**src/tcw_pkg.sv**
```systemverilog
package tcw_pkg;

  // Screen geometry
  localparam int COLS     = 80;
  localparam int ROWS     = 25;
  localparam int CELLS    = ROWS * COLS;
  localparam int COPY_N   = (ROWS - 1) * COLS;
  localparam int TAB_STEP = 4;

  localparam int ADDR_W = 11;
  localparam int CELL_W = 16;
  localparam int CH_W   = 8;
  localparam int COLOR_W = 4;
  localparam int COL_W  = $clog2(COLS + TAB_STEP);
  localparam int ROW_W  = $clog2(ROWS + 1);

  // Item modes
  localparam logic [1:0] MODE_PUT   = 2'd0;
  localparam logic [1:0] MODE_CLEAR = 2'd1;
  localparam logic [1:0] MODE_READ  = 2'd2;

  // Configuration register indexes
  localparam logic CFG_DEFAULT_FG = 1'b0;
  localparam logic CFG_BACKGROUND = 1'b1;

  // Character codes
  localparam logic [CH_W-1:0] CH_NUL   = 8'h00;
  localparam logic [CH_W-1:0] CH_BS    = 8'h08;
  localparam logic [CH_W-1:0] CH_TAB   = 8'h09;
  localparam logic [CH_W-1:0] CH_LF    = 8'h0A;
  localparam logic [CH_W-1:0] CH_CR    = 8'h0D;
  localparam logic [CH_W-1:0] CH_BLANK = 8'h20;

  localparam logic [COLOR_W-1:0] RESET_FG = 4'd7;
  localparam logic [COLOR_W-1:0] RESET_BG = 4'd0;

  // Sequencer states
  typedef enum logic [4:0] {
    S_INIT   = 5'b00001,
    S_IDLE   = 5'b00010,
    S_SCROLL = 5'b00100,
    S_FILL   = 5'b01000,
    S_RESP   = 5'b10000
  } state_t;

  // Command into the cursor unit
  typedef struct packed {
    logic            put;
    logic            clear;
    logic [CH_W-1:0] ch;
  } cur_cmd_t;

  // What a put does to the store
  typedef struct packed {
    logic              wr_en;
    logic [ADDR_W-1:0] wr_addr;
    logic              scroll;
  } put_res_t;

  function automatic logic [CELL_W-1:0] make_cell(input logic [CH_W-1:0] ch,
                                                  input logic [COLOR_W-1:0] fg,
                                                  input logic [COLOR_W-1:0] bg);
    make_cell = {bg, fg, ch};
  endfunction

  localparam logic [CELL_W-1:0] BLANK_RESET = {RESET_BG, RESET_FG, CH_BLANK};

endpackage

```
**src/tcw_cursor.sv**
```systemverilog
module tcw_cursor (
  input  logic                        clk,
  input  logic                        rst_n,
  input  tcw_pkg::cur_cmd_t           cmd,
  output tcw_pkg::put_res_t           res,
  output logic [tcw_pkg::ADDR_W-1:0]  cur_pos
);

  logic [tcw_pkg::COL_W-1:0] col_r, col_nxt, col_t;
  logic [tcw_pkg::ROW_W-1:0] row_r, row_nxt, row_t;
  logic                      wr_en, bs, scroll;

  // linear address of the cursor
  assign cur_pos = tcw_pkg::ADDR_W'(tcw_pkg::ADDR_W'(row_r) * tcw_pkg::ADDR_W'(tcw_pkg::COLS)
                   + tcw_pkg::ADDR_W'(col_r));

  // cursor motion for one character
  always_comb begin
    col_t  = col_r;
    row_t  = row_r;
    wr_en  = 1'b0;
    bs     = 1'b0;
    scroll = 1'b0;
    case (cmd.ch)
      tcw_pkg::CH_BS: begin
        if (col_r != '0) begin
          col_t = col_r - 1'b1;
          wr_en = 1'b1;
          bs    = 1'b1;
        end
      end
      tcw_pkg::CH_LF: begin
        col_t = '0;
        row_t = row_r + 1'b1;
      end
      tcw_pkg::CH_CR: begin
        col_t = '0;
      end
      tcw_pkg::CH_TAB: begin
        col_t = col_r + tcw_pkg::COL_W'(tcw_pkg::TAB_STEP);
      end
      default: begin
        wr_en = 1'b1;
        col_t = col_r + 1'b1;
      end
    endcase
    // wrap past the last column
    if (col_t >= tcw_pkg::COL_W'(tcw_pkg::COLS)) begin
      col_t = '0;
      row_t = row_t + 1'b1;
    end
    // past the last row: stay on it, screen scrolls
    if (row_t >= tcw_pkg::ROW_W'(tcw_pkg::ROWS)) begin
      row_t  = tcw_pkg::ROW_W'(tcw_pkg::ROWS - 1);
      scroll = 1'b1;
    end
  end

  assign res.wr_en   = cmd.put & wr_en;
  assign res.wr_addr = bs ? cur_pos - 1'b1 : cur_pos;
  assign res.scroll  = cmd.put & scroll;

  always_comb begin
    col_nxt = col_r;
    row_nxt = row_r;
    if (cmd.clear) begin
      col_nxt = '0;
      row_nxt = '0;
    end else if (cmd.put) begin
      col_nxt = col_t;
      row_nxt = row_t;
    end
  end

  always_ff @(posedge clk) begin
    if (!rst_n) begin
      col_r <= '0;
      row_r <= '0;
    end else begin
      col_r <= col_nxt;
      row_r <= row_nxt;
    end
  end

endmodule

```
**config.mk**
```make
export PLATFORM = sky130hd
export DESIGN_NAME = tcw_cursor
export DESIGN_NICKNAME = d
export VERILOG_FILES = /design/src/tcw_pkg.sv /design/src/tcw_cursor.sv
export SDC_FILE = /design/constraint.sdc
export NUM_CORES = 1
export LEC_CHECK = 0
export ABC_AREA = 1
export BUFFER_PORTS_ARGS = -buffer_cell sky130_fd_sc_hd__buf_2
export CORE_MARGIN = 2
export CORE_UTILIZATION = 63
export CTS_BUF_LIST = sky130_fd_sc_hd__clkbuf_4
export CTS_CLUSTER_DIAMETER = 150
export CTS_CLUSTER_SIZE = 8
export DETAILED_ROUTE_END_ITERATION = 8
export PLACE_DENSITY = 0.95
export SKIP_CTS_REPAIR_TIMING = 1
export SLEW_MARGIN = 30
export SYNTH_ARGS = -nofsm -noshare
export SYNTH_HDL_FRONTEND = slang
export SYNTH_SLANG_ARGS = --single-unit
```
**constraint.sdc**
```tcl
create_clock -name clk -period 4.9 [get_ports clk]
set_input_delay 0.245 -clock clk [delete_from_list [all_inputs] [get_ports clk]]
set_output_delay 0.245 -clock clk [all_outputs]
set_load 0.02 [all_outputs]
```
==> After elaboration in Yosys (flattened, before gate mapping) <==
Cells that the tools add are included.
{ "totals": {"mem_bits_ro": 0, "memories": 0, "output_inout_bits": 24, "ramBits": 0, "word_cells": 34, "latch_bits": 0, "regBits": 12} }
{ "classes": {"eq_ne": 4, "bitwise": 3, "mul": 1, "n_div": 0, "shifts": 0, "mux": 11, "add_sub_neg": 7, "n_reduce_logical": 4, "order_cmp": 2} }
{ "op_table": {"columns": ["cell", "count"], "rows": [
  ["== test 8 x 4 -> 1 bit, second input constant", 4],
  ["case mux 7 bit (3 select lines)", 1],
  ["2-to-1 mux 5 bit", 3],
  ["2-to-1 mux 7 bit", 2],
  ["adder 11 x 7 -> 11 bit", 1],
  ["2-to-1 mux 11 bit", 1],
  ["subtractor 11 x 1 -> 11 bit, second input constant", 1],
  ["adder 5 x 1 -> 5 bit, second input constant", 2],
  ["adder 7 x 1 -> 7 bit, second input constant", 1],
  ["adder 7 x 3 -> 7 bit, second input constant", 1],
  [">= comparator 7 bit, second input constant", 1],
  ["multiplier 5 x 3 -> 7 bit, second input constant", 1],
  ["nonzero test 7 bit", 1],
  ["subtractor 7 x 1 -> 7 bit, second input constant", 1],
  [">= comparator 5 bit, second input constant", 1],
  ["OR reduction 2 bit", 2],
  ["2-to-1 mux 1 bit", 3],
  ["OR reduction 3 bit", 1],
  ["bitwise AND 1 bit", 2],
  ["case mux 1 bit (2 select lines)", 1],
  ["NOT 1 bit", 1]
]} }

==> Longest topological paths before layout <==
{ "logic_depth": {"word_depth": 8, "mapped_depth": 19, "ltp_nobuf": 18} }

==> Worst setup path before layout <==
Ideal clock, no wire load.
{ "synth_path": {"path_type": "register -> output", "startpoint": "register row_r[1] (netlist bit)", "endpoint": "output res[11] (netlist bit)", "t_required_ns": 4.655, "path_buffers": 0, "arrival_ns": 2.450, "path_slack_ns": 2.205, "stages_incl_launch_ff": 11, "cell_sequence": "dfxtp_1 -> ha_1 -> ha_1 -> fa_1 -> nand2_1 -> inv_1 -> nand2_1 -> xor2_1 -> nor3_1 -> nand4_1 -> xnor2_1"} }
{ "synth_rtl": {"columns": ["element", "line_no", "rtl"], "rows": [
  ["from (decl)", "tcw_cursor.sv:10", "logic [tcw_pkg::ROW_W-1:0] row_r, row_nxt, row_t;"],
  ["from (signal assigned)", "tcw_cursor.sv:81", "row_r <= row_nxt;"],
  ["to (decl)", "tcw_cursor.sv:5", "output tcw_pkg::put_res_t res,"]
]} }

==> summary by stage <==
Run status
The run finished with clean final reports.

Synth
The number of synthesized flops with an enable pin is 0. The sequential share of the synthesized area is 12.1%. By area the synthesized netlist is led by sky130_fd_sc_hd__nand2_1, sky130_fd_sc_hd__dfxtp_1, sky130_fd_sc_hd__ha_1.

The number of library cell types mapped by synthesis is 36. The dominant cell type by area after synthesis is sky130_fd_sc_hd__nand2_1. The area share of the largest cell type after synthesis is 15.5%. For this run, the leading register cell type out of synthesis is sky130_fd_sc_hd__dfxtp_1. Counting flops and latches in the post-synthesis netlist gives 12. After technology mapping, the gate count stands at 323. The number of synthesis warnings is 0. Summing every instance area after synthesis gives 1990 um^2. The commonest cells after synthesis are sky130_fd_sc_hd__nand2_1, sky130_fd_sc_hd__inv_1, sky130_fd_sc_hd__nor2_1.

When the netlist entered floorplanning its net count stood at 354. The most numerous cell in the Yosys netlist is sky130_fd_sc_hd__nand2_1. The post-synthesis average cell area is 6.15 um^2. For this run, asynchronously set or reset flops after synthesis account for 0%.

Drt
The total number of vias is 2,186. The count of nets left with antenna violations once routing finished came out at 0. The sum of routed wire length over all layers is 4790 um. The first TritonRoute pass finished after 5 iterations. The post-detailed-route via-to-cell ratio is 5.55. The average routed wire per standard cell is 12.2 um. In the routed design, unresolved DRC markers number 0. After the first detailed-routing iteration, the DRC count stood at 201.

Worst setup path
STA classifies the critical path endpoint as an output port. The highest net fanout along the worst path is 12. STA classifies the critical path startpoint as a flop. The endpoint required time on the critical path is 4660 ps. The worst path arrival time is 2890 ps.

Setup slack on the worst reg-to-reg path comes out at 2420 ps. The critical path start-end classification is flop to output port.

STA
The final total negative setup slack is 0 ps. The shortest clock period the worst path allows after layout is 3140 ps. The final count of pins violating max slew is 0. Setup violations remaining at the end of the flow were counted as 0. The clock tree skew after final layout is 3.33 ps.

The final number of hold-violating endpoints is 0. The final critical path takes up 64.1% of the cycle. Setup repair after global routing left no endpoint under its margin. The tightest hold path in the finished design has a slack of 311 ps.

At the pin with the least slew margin, the transition time is 457 ps. Derived from the worst setup path, the maximum achievable clock frequency is 319 MHz. The relative slew slack is 69.5%.

The worst path meets setup with 1760 ps of slack.

Pwr
Dividing total power by cell area gives a power density of 116 nW/um^2. The maximum ir drop on the vdd rail is 0.127 mV. The leakage power figure is 1.26 nW.

Floorplanning
For this configuration, the core starts out at a cell density of 65.6%. Measured along the x axis, the die boundary spans 60.1 um. In this run the core area contains 20 standard-cell rows. For this design the top-level I/O count stands at 36.

The placeable core region is 3030 um^2. The total die area is 3620 um^2. The height of the die is 60.1 um.

Clocking
Counting the buffers created by CTS gives 3. The clock latency reported for the late side of the worst-skew pair is 270 ps. Clock-pin slew was measured on the worst setup and hold paths at 80 ps. The number of buffers between clock root and the deepest sink is 2. CTS built an H-tree with a depth of 1. The CTS sink count is 12.

The clock tree from TritonCTS is built. The cell at the root of the clock tree is sky130_fd_sc_hd__clkbuf_4.

Global route
The largest net degree at the start of global routing is 15. The number of antenna violations at the first check in global routing came to 0. The global router's overall resource usage is 28.3%. The first-pass GRT wire length is 7890 um.

The number of global-route vias before repair is 1,866. The sum of overflow across all layers after global routing is 0.

Place
The setup slack after placement is 2070 ps. The count of buffers added on input and output ports is 35. The global placer's final weighted congestion is 1.00. Once detailed placement completed, the half-perimeter wirelength came to 3940 um.

Layout
The net count reported at finish is 383. The area growth from synthesis to layout is 9.14%. The layout cell share with drive strength beyond 1 is 18.6%. Fill cells in the final layout number 242. The number of inserted diodes is 0. The end-of-flow core utilization is 71.6%.

Job
Across the run, the number of max-cap violations was 0.

Min path
The path class of the lowest-slack min-delay path is input port to flop.
worst paths after layout:
path	startpoint	end	cells past startpoint
min	cmd[8]	col_r[1]	4
max reg2reg	col_r[2]	row_r[0]	14
min reg2reg	row_r[1]	row_r[1]	2
max	col_r[4]	res[10]	11
state kept, by name, summed over array words and instances (netlist names):
register and flops:
row_r 5, col_r 7
layer usage:
metal / part of all wire [%] / vias up / global-route usage [%]
met5: 0 / - / 0
met1: 42 / 974 / 35.4
met2: 49 / 98 / 50.0
met3: 7.3 / 16 / 4.76
li1: - / 1098 / -
met4: 2.0 / 0 / 6.67
final cells by class:
cell class	count	area, um^2	share of cell area, %
Multi-Input combinational cell	248	1480	68.1
Tap cell	44	55.1	2.54
Sequential cell	12	240	11.1
Inverter	52	198	9.12
Timing Repair Buffer	35	175	8.08
Clock buffer	3	22.5	1.04
through the flow:
step	cell area, um^2	instances	power [W]
6_report	2170	394	0.000251
4_1_cts	2170	394	0.000251
3_3_place_gp	2140	391	0.000188
5_1_grt	2170	394	0.000268
2_1_floorplan	1990	323	0.000169
3_5_place_dp	2140	391	0.000191
layout by cell type (no fill, tap or decap), types with 2 or more instances in the layout:
cell	Yosys	final
sky130_fd_sc_hd__nor2_2	5	5
sky130_fd_sc_hd__nand3_1	23	23
sky130_fd_sc_hd__nand2_1	82	82
sky130_fd_sc_hd__nand3_2	2	2
sky130_fd_sc_hd__o21ai_1	4	4
sky130_fd_sc_hd__xor2_1	19	19
sky130_fd_sc_hd__o221ai_1	2	2
sky130_fd_sc_hd__a21oi_1	17	17
sky130_fd_sc_hd__dfxtp_1	12	12
sky130_fd_sc_hd__xnor2_1	6	6
sky130_fd_sc_hd__inv_1	43	43
sky130_fd_sc_hd__nand4_1	13	13
sky130_fd_sc_hd__fa_1	2	2
sky130_fd_sc_hd__ha_1	17	17
sky130_fd_sc_hd__o21ai_0	10	10
sky130_fd_sc_hd__inv_2	7	7
sky130_fd_sc_hd__nor2_4	2	2
sky130_fd_sc_hd__clkbuf_4	0	3
sky130_fd_sc_hd__nor2_1	24	24
sky130_fd_sc_hd__buf_2	3	35
sky130_fd_sc_hd__o21bai_1	2	2
sky130_fd_sc_hd__nor3_1	3	3
sky130_fd_sc_hd__nand2_2	6	6
kinds of logic (layout without fill, tap and decap cells):
kind of cell               after synthesis  after routing  share of synthesized area (%)
and+or+nand+nor                        164            164                           38.6
buffers and inverters                   63             90                           13.5
AOI/OAI and AO/OA                       40             40                           12.0
xor gates and xnor gates                25             25                           11.0
adders and majority gates               19             19                           12.7
DFF                                     12             12                           12.1
where the power goes:
part / internal, W / switching [W]
combinational: 0.0000281 / 0.0000556
clock: 0.0000285 / 0.0000333
sequential: 0.0000999 / 0.00000548
total: 0.000156 / 0.0000944
critical path, cell delays in order, from the launching register on:
cell	delay [ps]
sky130_fd_sc_hd__dfxtp_1	610
sky130_fd_sc_hd__ha_1	270
sky130_fd_sc_hd__inv_1	60
sky130_fd_sc_hd__fa_1	470
sky130_fd_sc_hd__inv_1	70
sky130_fd_sc_hd__nor2_1	160
sky130_fd_sc_hd__nand2_1	80
sky130_fd_sc_hd__nor4_1	370
sky130_fd_sc_hd__nand2_1	90
sky130_fd_sc_hd__nor2_1	120
sky130_fd_sc_hd__xor2_1	140
sky130_fd_sc_hd__buf_2	180
No activity file was read; power rests on OpenSTA's default activity.
